**src/sv/utf8_display_width_unit_assert.svh**
```systemverilog
// Assertion macros shared by the display width unit.
// All checks are sampled on i_clk and are off while i_rst_n is low.
`ifndef UTF8_DISPLAY_WIDTH_UNIT_ASSERT_SVH
`define UTF8_DISPLAY_WIDTH_UNIT_ASSERT_SVH

// The consequent must hold in the same cycle as the antecedent.
`define UDW_ASSERT_SAME(label, ante, cons, msg) \
    label: assert property (@(posedge i_clk) disable iff (!i_rst_n) \
        (ante) |-> (cons)) else $error(msg);

// The consequent must hold in the cycle after the antecedent.
`define UDW_ASSERT_NEXT(label, ante, cons, msg) \
    label: assert property (@(posedge i_clk) disable iff (!i_rst_n) \
        (ante) |=> (cons)) else $error(msg);

`endif

```
**src/sv/utf8dw_pkg.sv**
```systemverilog
package utf8dw_pkg;

    // Widths of the counters, the code point and the stream fields, and the count of wide ranges.
    localparam int unsigned CntW    = 16;
    localparam int unsigned OutW    = 16;
    localparam int unsigned CpW     = 21;
    localparam int unsigned ByteW   = 8;
    localparam int unsigned NumWide = 48;
    localparam int unsigned MDataW  = 40;

    typedef logic [CpW-1:0]  t_cp;
    typedef logic [CntW-1:0] t_cnt;

    // One decoded byte: what it does to the per-string counters.
    typedef struct packed {
        logic valid_byte; // nonzero byte, counted in the string length
        logic is_end;     // string ends with this transfer
        logic lead;       // a new character starts at this byte
        logic done;       // a character is finished by this transfer
        logic narrow;     // finished character is a one-byte character
        logic trunc;      // finished character was cut off by the end
        t_cp  cp;         // code point of the finished character
    } t_char_evt;

    // Fields of one result.
    typedef struct packed {
        logic            truncated_char;
        logic [OutW-1:0] column_byte_offset;
        logic [OutW-1:0] total_columns;
    } t_result;

    // Inclusive bounds of the double-width code point ranges.
    localparam t_cp WIDE_LO [NumWide] = '{
        21'h01100, 21'h0231A, 21'h02329, 21'h023E9, 21'h023F0, 21'h023F3,
        21'h025FD, 21'h02614, 21'h02648, 21'h0267F, 21'h02693, 21'h026A1,
        21'h026AA, 21'h026BD, 21'h026C4, 21'h026CE, 21'h026D4, 21'h026EA,
        21'h026F2, 21'h026F5, 21'h026FA, 21'h026FD, 21'h02705, 21'h0270A,
        21'h02728, 21'h0274C, 21'h0274E, 21'h02753, 21'h02757, 21'h02795,
        21'h027B0, 21'h027BF, 21'h02B1B, 21'h02B50, 21'h02B55, 21'h02E80,
        21'h03041, 21'h03400, 21'h04E00, 21'h0A000, 21'h0AC00, 21'h0F900,
        21'h0FE30, 21'h0FF00, 21'h0FFE0, 21'h1F1E6, 21'h1F300, 21'h20000
    };

    localparam t_cp WIDE_HI [NumWide] = '{
        21'h0115F, 21'h0231B, 21'h0232A, 21'h023EC, 21'h023F0, 21'h023F3,
        21'h025FE, 21'h02615, 21'h02653, 21'h0267F, 21'h02693, 21'h026A1,
        21'h026AB, 21'h026BE, 21'h026C5, 21'h026CE, 21'h026D4, 21'h026EA,
        21'h026F3, 21'h026F5, 21'h026FA, 21'h026FD, 21'h02705, 21'h0270B,
        21'h02728, 21'h0274C, 21'h0274E, 21'h02755, 21'h02757, 21'h02797,
        21'h027B0, 21'h027BF, 21'h02B1C, 21'h02B50, 21'h02B55, 21'h0303E,
        21'h033FF, 21'h04DBF, 21'h09FFF, 21'h0A4CF, 21'h0D7A3, 21'h0FAFF,
        21'h0FE4F, 21'h0FF60, 21'h0FFE6, 21'h1F1FF, 21'h1FAFF, 21'h3FFFD
    };

endpackage

```
**src/sv/utf8_display_width_unit.sv**
```systemverilog
// UTF-8 display width unit.
// The slave stream carries one string byte per transfer: i_s_tdata is the byte
// and i_s_tlast marks the last nonzero byte of a string. A zero byte also ends
// the string and is not counted. Each ended string yields one transfer on the
// master stream with its total display columns, the byte offset of the
// character that covers the target column (or the string length if none does)
// and a flag for a character cut off by the end of the string.
// The target column is written through i_cfg_wr_en / i_cfg_wr_data; the user must
// do so only while the unit is idle, as the unit itself does not enforce it.
// Timing: an accepted byte waits in the input register and is processed from
// there; processing the ending byte loads the result register, which drives
// o_m_tvalid.
// Throughput: one byte per cycle unless a string end stalls; the decode logic,
// the 48 parallel range comparators and saturating counters are combinational.
// While a result waits for i_m_tready, bytes that do not end a string keep
// flowing; a byte that ends a string waits in the input register until the
// output register is free, and o_s_tready drops behind it.
// Reset clears the string state, the valid flags of both registers and the target column.
`include "utf8_display_width_unit_assert.svh"

module utf8_display_width_unit (
    input  logic                                i_clk,
    input  logic                                i_rst_n,
    // Fields, lowest bit up: byte_value[7:0].
    input  logic [utf8dw_pkg::ByteW-1:0]        i_s_tdata,
    input  logic                                i_s_tlast,
    input  logic                                i_s_tvalid,
    output logic                                o_s_tready,
    // Fields, lowest bit up: total_columns[15:0], column_byte_offset[31:16],
    // truncated_char[32], zero fill[39:33].
    output logic [utf8dw_pkg::MDataW-1:0]       o_m_tdata,
    output logic                                o_m_tvalid,
    input  logic                                i_m_tready,
    input  logic                                i_cfg_wr_en,
    input  logic [utf8dw_pkg::OutW-1:0]         i_cfg_wr_data
);

    logic                              r_in_valid;
    logic [utf8dw_pkg::ByteW-1:0]      r_in_byte;
    logic                              r_in_last;
    logic                              r_out_valid;
    utf8dw_pkg::t_result               r_out;
    logic [utf8dw_pkg::OutW-1:0]       r_target;

    utf8dw_pkg::t_char_evt             evt;
    utf8dw_pkg::t_result               result;
    logic                              wide;
    logic                              out_free;
    logic                              advance;

    // Handshake: a byte moves on unless it ends a string and the output is full.
    assign out_free   = !r_out_valid || i_m_tready;
    assign advance    = r_in_valid && (!evt.is_end || out_free);
    assign o_s_tready = !r_in_valid || advance;
    assign o_m_tvalid = r_out_valid;
    assign o_m_tdata  = {{(utf8dw_pkg::MDataW - $bits(utf8dw_pkg::t_result)){1'b0}}, r_out};

    utf8dw_decode u_decode (
        .i_clk   (i_clk),
        .i_rst_n (i_rst_n),
        .i_step  (advance),
        .i_byte  (r_in_byte),
        .i_last  (r_in_last),
        .o_evt   (evt)
    );

    utf8dw_wide_lookup u_wide (
        .i_cp   (evt.cp),
        .o_wide (wide)
    );

    utf8dw_count u_count (
        .i_clk    (i_clk),
        .i_rst_n  (i_rst_n),
        .i_step   (advance),
        .i_evt    (evt),
        .i_wide   (wide),
        .i_target (r_target),
        .o_result (result)
    );

    // Input register and target column.
    always_ff @(posedge i_clk) begin
        if (!i_rst_n) begin
            r_in_valid <= 1'b0;
            r_target   <= '0;
        end else begin
            if (o_s_tready) begin
                r_in_valid <= i_s_tvalid;
            end
            if (i_cfg_wr_en) begin
                r_target <= i_cfg_wr_data;
            end
        end
    end

    always_ff @(posedge i_clk) begin
        if (i_s_tvalid && o_s_tready) begin
            r_in_byte <= i_s_tdata;
            r_in_last <= i_s_tlast;
        end
    end

    // Result register: loads when a string ends, empties on a transfer.
    always_ff @(posedge i_clk) begin
        if (!i_rst_n) begin
            r_out_valid <= 1'b0;
        end else if (advance && evt.is_end) begin
            r_out_valid <= 1'b1;
        end else if (i_m_tready) begin
            r_out_valid <= 1'b0;
        end
    end

    always_ff @(posedge i_clk) begin
        if (advance && evt.is_end) begin
            r_out <= result;
        end
    end

    `UDW_ASSERT_SAME(a_end_waits, r_in_valid && evt.is_end && r_out_valid && !i_m_tready, !o_s_tready && !advance, "string end passed a full output register")
    `UDW_ASSERT_NEXT(a_result_loaded, r_in_valid && evt.is_end && out_free, r_out_valid, "result of an ended string was not loaded")
    `UDW_ASSERT_NEXT(a_result_held, r_out_valid && !i_m_tready, r_out_valid && $stable(r_out), "pending result lost or changed")

endmodule

```
**src/sv/utf8dw_decode.sv**
```systemverilog
`include "utf8_display_width_unit_assert.svh"

module utf8dw_decode (
    input  logic                      i_clk,
    input  logic                      i_rst_n,
    input  logic                      i_step,
    input  logic [7:0]                i_byte,
    input  logic                      i_last,
    output utf8dw_pkg::t_char_evt     o_evt
);

    logic [1:0]       r_bse;
    utf8dw_pkg::t_cp  r_acc;
    logic [1:0]       n_bse;
    utf8dw_pkg::t_cp  n_acc;
    logic [1:0]       bse_a;
    utf8dw_pkg::t_cp  acc_a;

    // Decode one byte against the pending sequence, then close a cut-off
    // character if the string ends here.
    always_comb begin
        o_evt            = '0;
        o_evt.valid_byte = (i_byte != 8'h00);
        o_evt.is_end     = (i_byte == 8'h00) || i_last;
        bse_a            = r_bse;
        acc_a            = r_acc;
        if (o_evt.valid_byte) begin
            if (r_bse != 2'd0) begin
                acc_a = {r_acc[14:0], i_byte[5:0]};
                bse_a = r_bse - 2'd1;
                if (bse_a == 2'd0) begin
                    o_evt.done = 1'b1;
                    o_evt.cp   = acc_a;
                end
            end else begin
                o_evt.lead = 1'b1;
                if ((i_byte & 8'hE0) == 8'hC0) begin
                    acc_a = {16'd0, i_byte[4:0]};
                    bse_a = 2'd1;
                end else if ((i_byte & 8'hF0) == 8'hE0) begin
                    acc_a = {17'd0, i_byte[3:0]};
                    bse_a = 2'd2;
                end else if ((i_byte & 8'hF8) == 8'hF0) begin
                    acc_a = {18'd0, i_byte[2:0]};
                    bse_a = 2'd3;
                end else begin
                    o_evt.done   = 1'b1;
                    o_evt.narrow = 1'b1;
                end
            end
        end
        // Missing continuation bits of a truncated character read as zero.
        if (o_evt.is_end && (bse_a != 2'd0)) begin
            o_evt.done  = 1'b1;
            o_evt.trunc = 1'b1;
            case (bse_a)
                2'd1:    o_evt.cp = {acc_a[14:0], 6'd0};
                2'd2:    o_evt.cp = {acc_a[8:0], 12'd0};
                2'd3:    o_evt.cp = {acc_a[2:0], 18'd0};
                default: o_evt.cp = acc_a;
            endcase
        end
        n_bse = o_evt.is_end ? 2'd0 : bse_a;
        n_acc = o_evt.is_end ? '0 : acc_a;
    end

    // Sequence state advances once per processed transfer.
    always_ff @(posedge i_clk) begin
        if (!i_rst_n) begin
            r_bse <= 2'd0;
            r_acc <= '0;
        end else if (i_step) begin
            r_bse <= n_bse;
            r_acc <= n_acc;
        end
    end

    `UDW_ASSERT_NEXT(a_end_clears_seq, i_step && o_evt.is_end, r_bse == 2'd0, "sequence not cleared at end of string")

endmodule

```
**src/sv/utf8dw_wide_lookup.sv**
```systemverilog
module utf8dw_wide_lookup (
    input  utf8dw_pkg::t_cp  i_cp,
    output logic             o_wide
);

    logic [utf8dw_pkg::NumWide-1:0] hit;

    // All range comparators work in parallel.
    always_comb begin
        for (int k = 0; k < utf8dw_pkg::NumWide; k++) begin
            hit[k] = (i_cp >= utf8dw_pkg::WIDE_LO[k]) && (i_cp <= utf8dw_pkg::WIDE_HI[k]);
        end
        o_wide = |hit;
    end

endmodule

```
**src/sv/utf8dw_count.sv**
```systemverilog
`include "utf8_display_width_unit_assert.svh"

module utf8dw_count (
    input  logic                              i_clk,
    input  logic                              i_rst_n,
    input  logic                              i_step,
    input  utf8dw_pkg::t_char_evt             i_evt,
    input  logic                              i_wide,
    input  logic [utf8dw_pkg::OutW-1:0]       i_target,
    output utf8dw_pkg::t_result               o_result
);

    localparam utf8dw_pkg::t_cnt CntMax = '1;

    utf8dw_pkg::t_cnt      r_col;
    utf8dw_pkg::t_cnt      r_bc;
    utf8dw_pkg::t_cnt      r_cs;
    logic                  r_found;
    utf8dw_pkg::t_cnt      r_off;

    utf8dw_pkg::t_cnt      n_col;
    utf8dw_pkg::t_cnt      n_bc;
    utf8dw_pkg::t_cnt      n_cs;
    logic                  n_found;
    utf8dw_pkg::t_cnt      n_off;

    logic [1:0]                   width;
    logic [utf8dw_pkg::CntW:0]    col_sum;
    logic [utf8dw_pkg::CntW:0]    bc_sum;
    logic                         hit;
    utf8dw_pkg::t_cnt             col_a;
    utf8dw_pkg::t_cnt             bc_a;
    utf8dw_pkg::t_cnt             start;
    logic                         found_a;
    utf8dw_pkg::t_cnt             off_a;

    // Column and byte accounting for one processed transfer.
    always_comb begin
        if (!i_evt.done) begin
            width = 2'd0;
        end else if (i_wide && !i_evt.narrow) begin
            width = 2'd2;
        end else begin
            width = 2'd1;
        end
        col_sum = {1'b0, r_col} + {{(utf8dw_pkg::CntW-1){1'b0}}, width};
        col_a   = col_sum[utf8dw_pkg::CntW] ? CntMax : col_sum[utf8dw_pkg::CntW-1:0];
        bc_sum  = {1'b0, r_bc} + {{utf8dw_pkg::CntW{1'b0}}, i_evt.valid_byte};
        bc_a    = bc_sum[utf8dw_pkg::CntW] ? CntMax : bc_sum[utf8dw_pkg::CntW-1:0];
        start   = i_evt.lead ? r_bc : r_cs;

        // The first character whose right edge passes the target covers it.
        hit     = i_evt.done && !r_found && ({1'b0, i_target} < col_sum);
        found_a = r_found || hit;
        off_a   = hit ? start : r_off;

        o_result.total_columns      = col_a[utf8dw_pkg::OutW-1:0];
        o_result.column_byte_offset = found_a ? off_a[utf8dw_pkg::OutW-1:0]
                                              : bc_a[utf8dw_pkg::OutW-1:0];
        o_result.truncated_char     = i_evt.trunc;

        if (i_evt.is_end) begin
            n_col   = '0;
            n_bc    = '0;
            n_cs    = '0;
            n_found = 1'b0;
            n_off   = '0;
        end else begin
            n_col   = col_a;
            n_bc    = bc_a;
            n_cs    = start;
            n_found = found_a;
            n_off   = off_a;
        end
    end

    always_ff @(posedge i_clk) begin
        if (!i_rst_n) begin
            r_col   <= '0;
            r_bc    <= '0;
            r_cs    <= '0;
            r_found <= 1'b0;
            r_off   <= '0;
        end else if (i_step) begin
            r_col   <= n_col;
            r_bc    <= n_bc;
            r_cs    <= n_cs;
            r_found <= n_found;
            r_off   <= n_off;
        end
    end

    `UDW_ASSERT_SAME(a_offset_in_string, r_found, r_off <= r_bc, "found offset beyond string length")
    `UDW_ASSERT_NEXT(a_end_clears_counts, i_step && i_evt.is_end, (r_bc == '0) && !r_found, "counters not cleared at end of string")

endmodule
```
**config.mk**
```make
export PLATFORM = sky130hd
export DESIGN_NAME = utf8_display_width_unit
export DESIGN_NICKNAME = d
export VERILOG_FILES = /design/src/sv/utf8dw_pkg.sv /design/src/sv/utf8_display_width_unit.sv /design/src/sv/utf8dw_decode.sv /design/src/sv/utf8dw_wide_lookup.sv /design/src/sv/utf8dw_count.sv
export VERILOG_INCLUDE_DIRS = /design/src /design/src/sv
export SDC_FILE = /design/constraint.sdc
export NUM_CORES = 1
export LEC_CHECK = 0
export BUFFER_PORTS_ARGS = -buffer_cell sky130_fd_sc_hd__buf_2
export CAP_MARGIN = 20
export CORE_MARGIN = 8
export CORE_UTILIZATION = 35
export DETAILED_ROUTE_END_ITERATION = 10
export SETUP_SLACK_MARGIN = 0.15
export SYNTH_ARGS = -nofsm -noshare
export SYNTH_HDL_FRONTEND = slang
export SYNTH_SLANG_ARGS = --single-unit
```
**constraint.sdc**
```tcl
create_clock -name i_clk -period 11 [get_ports i_clk]
set_clock_uncertainty 0.2 [all_clocks]
set_input_delay 1.65 -clock i_clk [delete_from_list [all_inputs] [get_ports i_clk]]
set_output_delay 1.65 -clock i_clk [all_outputs]
set_load 0.02 [all_outputs]
```
After elaboration in Yosys (flattened, before gate mapping)

Cells that the tools add are included.

Add/sub/neg operators: 3
Multipliers: 0
Div/mod/pow operators: 0
$lt $le $gt $ge: 97
Eq/ne operators: 6
Shift-type cells: 0
Muxes and demuxes: 40
Bitwise logic cells: 0
Reductions and logical operators: 72

Operator list:

| cell                 | count |
|---|---|
| $ge 21x14->1 const B | 37 |
| $le 21x14->1 const B | 36 |
| $mux 21              | 9 |
| $le 21x16->1 const B | 7 |
| $mux 16              | 9 |
| $ge 21x16->1 const B | 6 |
| $pmux 21 s3          | 1 |
| $logic_and 1x1->1    | 55 |
| $reduce_or 48->1     | 1 |
| $ge 21x17->1 const B | 2 |
| $le 21x17->1 const B | 2 |
| $mux 2               | 11 |
| $mux 22              | 1 |
| $ge 21x13->1 const B | 1 |
| $ge 21x15->1 const B | 1 |
| $ge 21x18->1 const B | 1 |
| $le 21x13->1 const B | 1 |
| $le 21x15->1 const B | 1 |
| $le 21x18->1 const B | 1 |
| $add 16x1->17        | 1 |
| $add 16x2->17        | 1 |
| $lt 16x17->1         | 1 |
| $logic_not 8->1      | 1 |
| $mux 1               | 8 |
| 12 further kinds     | 23 |

Register bits after elaboration: 148
Latch bits: 0
Bits in writable memories: 0
Memory bits (read-only): 0
Input bits: 30
Logic and storage cells: 233
Memories kept: 0

Longest topological paths before layout

Depth after elaboration: 20
Gate-level depth with buffers: 40
Depth with buffers taken out: 34

Cells and area by module

Synthesis repeated with hierarchy kept, for this count alone.

Cells, all modules: 1169
Area total of the unflattened synthesis: 10059.6 um2

Modules (own cells, without submodules):

| module                  | instances | cells an instance | area each (um2) |
|---|---|---|---|
| utf8dw_count            | 1         | 502               | 4254.1 |
| utf8dw_wide_lookup      | 1         | 357               | 2260.9 |
| utf8_display_width_unit | 1         | 113               | 2034.5 |
| utf8dw_decode           | 1         | 197               | 1510.2 |

Worst setup path before layout

OpenSTA, ideal clock, no wires.

Path kind: register -> register
From: register u_decode.r_bse[0]
To: register r_out (netlist bit o_m_tdata[29]) (data pin)
Data arrival time: 7.993 ns
Slack: 2.538 ns
Cell stages (with the launch flop): 37
Buffers on the path: 4
Cell sequence: dfxtp_1 -> inv_1 -> ha_1 -> a21bo_2 -> o21ai_1 -> or4b_2 -> clkbuf_1 -> a211oi_4 -> a21boi_1 -> buf_2 -> o211ai_1 -> a2111oi_0 -> a2111oi_0 -> o2111ai_1 -> nor4_1 -> nand3_2 -> o311ai_1 -> ha_1 -> inv_1 -> fa_1 -> nor2b_1 -> nand2_1 -> nor2_1 -> and3_1 -> nand3_1 -> xor2_1 -> ha_1 -> and3_1 -> a221o_1 -> a31oi_1 -> o2111ai_1 -> a221oi_1 -> clkbuf_1 -> buf_1 -> nor2_1 -> o21ai_0 -> o21ai_0

RTL lines:

| element                | line                           | RTL |
|---|---|---|
| start, declared        | utf8dw_decode.sv:12            | `logic [1:0] r_bse;` |
| start signal, assigned | utf8dw_decode.sv:73            | `r_bse <= n_bse;` |
| end signal, assigned   | utf8_display_width_unit.sv:117 | `r_out <= result;` |
| end, declared          | utf8_display_width_unit.sv:42  | `utf8dw_pkg::t_result r_out;` |

==> metrics.txt <==
Setup Viol. Count Final 0; Crit Path Class flop to flop; most used standard cell by instance count after synthesis sky130_fd_sc_hd__nand2_1; Min Clock Period, post-route 10.09 ns; area of the die 33,700 um^2; timing startpoint of the critical path r_in_byte[4]; routed vias 9,849; largest cells by area after synthesis sky130_fd_sc_hd__dfxtp_1 (20%), sky130_fd_sc_hd__edfxtp_1 (13%), sky130_fd_sc_hd__nor2b_1 (5.7%); cell types with the highest counts after synthesis sky130_fd_sc_hd__nand2_1 (106), sky130_fd_sc_hd__dfxtp_1 (100), sky130_fd_sc_hd__nor2b_1 (90); total of max-cap violations 0; Peak supply drop 0.0758 mV; Top Ports 72; leakage power 4.11 nW; crit-path max cell delay 0.59 ns; gp weighted congestion 1.00; actual slew at the worst max-slew pin 1.02 ns; cell type contributing the most total cell area after synthesis sky130_fd_sc_hd__dfxtp_1; number of input and output port buffers inserted 64; number of global-route vias before repair 9,498; H-tree level count 4; clock tree from TritonCTS done; cell area after technology mapping 9820 um^2; Root Driver sky130_fd_sc_hd__clkbuf_16; global-route wire length before repair 55,600 um; final hold slack 0.313 ns; register bit count reported by yosys 142; final standard cell utilization of the core 0.404; number of DRC violations after detailed-routing iteration 0 1,002; detailed-route wire length per cell 22.1 um; remaining antenna violation count 0; timing-limited maximum frequency 0.0992 GHz; Final Net Count 1,274; later-pin clock latency in the skew report 0.44 ns; final-report hold violation count 0; area used by multi-input combinational logic 6180 um^2; number of buffers inserted during clock tree synthesis 17; Cells after Synth 1,189; Critical Path Sink Type flop; Slew headroom 0.312; detailed-route vias per instance 6.11; RR Startpoint r_in_byte[4]; result of the run completed; pin count of the biggest net entering global routing 101; data arrival time of the critical path 10.04 ns; Longest Clk Path Bufs 2; initial core utilization 0.354; post-detailed-routing wire length 35,600 um; fraction of registers with async set/reset 0; final count of pins violating max slew 0; fillers 2,876; Detailed Place HPWL 25,200 um; setup repair after global routing missed its margin false; die boundary width 183 um; antenna violations before repair 0; Total GRT Usage 0.207; number of remaining DRC errors 0; sequential element share of the synthesized area 0.332; Layout Area Growth over Synthesis 14.1%; Worst R2R End o_m_tdata[16]; CP max-delay cell sky130_fd_sc_hd__or4_4; required arrival time at the worst endpoint 10.96 ns; area share of the leading cell type in the synthesized netlist 0.204; total clock sinks 142; crit path capture o_m_tdata[16]; final sum of negative setup slack 0 ns; placeable core region 27,700 um^2; number of buffers inserted for hold repair after clock tree synthesis 0; distinct cell type count after synthesis 87; final worst path period share 0.917; worst reg-to-reg setup slack 0.91 ns; share of cells above drive strength 1 0.150; total area of sequential cells 3260 um^2; total number of yosys warnings 0; clk slew on worst S/H paths 0.07 ns; Placement Rows 61; Remaining Overflow, GRT 0; vertical die dimension 183 um; Detailed Routing Iterations Pass 1 8; Hold WC Path Type flop to flop; FF-to-FF path depth 33; most used flip-flop cell after synthesis sky130_fd_sc_hd__dfxtp_1; number of synthesized flops with an enable pin 42; largest fanout on the critical path 25; number of inserted diodes 0; average instance area after synthesis 8.26 um^2; Critical Path Source Type flop; Power per Cell Area 119 nW/um^2
[worst max-delay path: cells and delay by family, from the launching register on]
kind / cells / cell delay [ns]
AO/OA/AOI/OAI: 10 / 2.85
XOR/XNOR: 1 / 0.21
adder cells (fa/ha/maj): 3 / 0.90
buffers and inverters: 4 / 0.74
flip-flops: 1 / 0.36
multiplexers: 1 / 0.42
AND/OR/NAND/NOR: 14 / 4.11
[routing by layer]
metal / GRT usage / wire [um] / share of wire / up-vias
li1: - / - / - / 4554
met1: 0.271 / 15400 / 0.43 / 4708
met2: 0.329 / 16100 / 0.45 / 492
met3: 0.0401 / 2840 / 0.080 / 95
met4: 0.0898 / 1300 / 0.036 / 0
met5: 0 / 0 / 0 / -
[cells by family (layout without fill, tap and decap cells)]
| group | count (synthesis) | after routing | synth area share |
|---|---|---|---|
| AOI/OAI and AO/OA | 353 | 353 | 0.250 |
| xor gates and xnor gates | 18 | 18 | 0.0161 |
| adders and majority gates | 22 | 22 | 0.0288 |
| buffers and inverters | 107 | 147 | 0.0457 |
| DFF | 142 | 142 | 0.332 |
| muxes | 52 | 52 | 0.0553 |
| other | 1 | 7 | 0.000382 |
| and+or+nand+nor | 494 | 494 | 0.272 |
[area by class of cell]
class                      count  area share
timing repair buffer         102      0.0552
multi-input combinational    946       0.552
clock buffer                  17      0.0380
tap                          378      0.0422
sequential                   142       0.291
inverter                      13     0.00458
clock inverter                15      0.0169
[cell usage in the layout (no fill, tap or decap), drive strengths merged, types with 14 or more instances in the layout]
| cell | Yosys | final |
|---|---|---|
| a21oi | 54 | 54 |
| edfxtp | 42 | 42 |
| and3 | 27 | 27 |
| dfxtp | 100 | 100 |
| clkbuf | 73 | 17 |
| nor2b | 90 | 90 |
| nand2b | 14 | 14 |
| inv | 13 | 20 |
| ha | 21 | 21 |
| a22oi | 57 | 57 |
| nand4 | 27 | 27 |
| nand2 | 106 | 106 |
| nor2 | 59 | 59 |
| and2 | 34 | 34 |
| nor4 | 29 | 29 |
| o21ai | 90 | 90 |
| mux2 | 18 | 18 |
| buf | 21 | 102 |
| nor3 | 36 | 36 |
| a21boi | 17 | 17 |
| nand3 | 36 | 36 |
| mux2i | 34 | 34 |
[where the power goes]
part | switching (mW) | internal [mW]
logic | 0.125 | 0.0681
clock network | 0.276 | 0.309
registers | 0.00729 | 0.552
total | 0.408 | 0.930
[metrics by stage]
step | cell area (um^2) | setup WS (ns) | total power [mW] | std cells
floorplan | 9840 | 2.54 | 0.702 | 1195
global placement | 10600 | 0.410 | 0.762 | 1580
detailed placement | 10600 | 0.431 | 0.761 | 1580
CTS | 11200 | 0.411 | 1.35 | 1612
global route | 11200 | 0.237 | 1.39 | 1613
finish | 11200 | 0.915 | 1.34 | 1613
[registers in the layout, summed over array words and instances, names as in the netlist]
signal,count
r_in_valid,1
r_in_byte,8
u_decode.r_bse,2
u_count.r_bc,16
u_count.r_off,16
u_count.r_found,1
u_count.r_col,16
o_m_tvalid,1
u_count.r_cs,16
r_target,16
o_m_tdata,33
r_in_last,1
u_decode.r_acc,15
[how the worst min path moves through the flow]
stage	depth (start not counted)	endpoint	start	slack [ns]
after floorplan	2	u_count.r_bc[0]	u_count.r_bc[0]	0.27
after global placement	2	u_count.r_cs[5]	u_count.r_cs[5]	0.30
after detailed placement	2	u_count.r_cs[2]	u_count.r_cs[2]	0.30
after CTS	2	u_count.r_bc[0]	u_count.r_bc[0]	0.32
after global routing	2	u_count.r_bc[0]	u_count.r_bc[0]	0.34
final	2	u_count.r_bc[0]	u_count.r_bc[0]	0.31
[what timing repair did]
item / 4_1_cts / 5_1_grt
resized for setup: 0 / 4
setup endpoints to repair: 0 / 33
hold endpoints to repair: 0 / 0
buffers inserted: 0 / 0
Power figures use the tool's default switching activity.
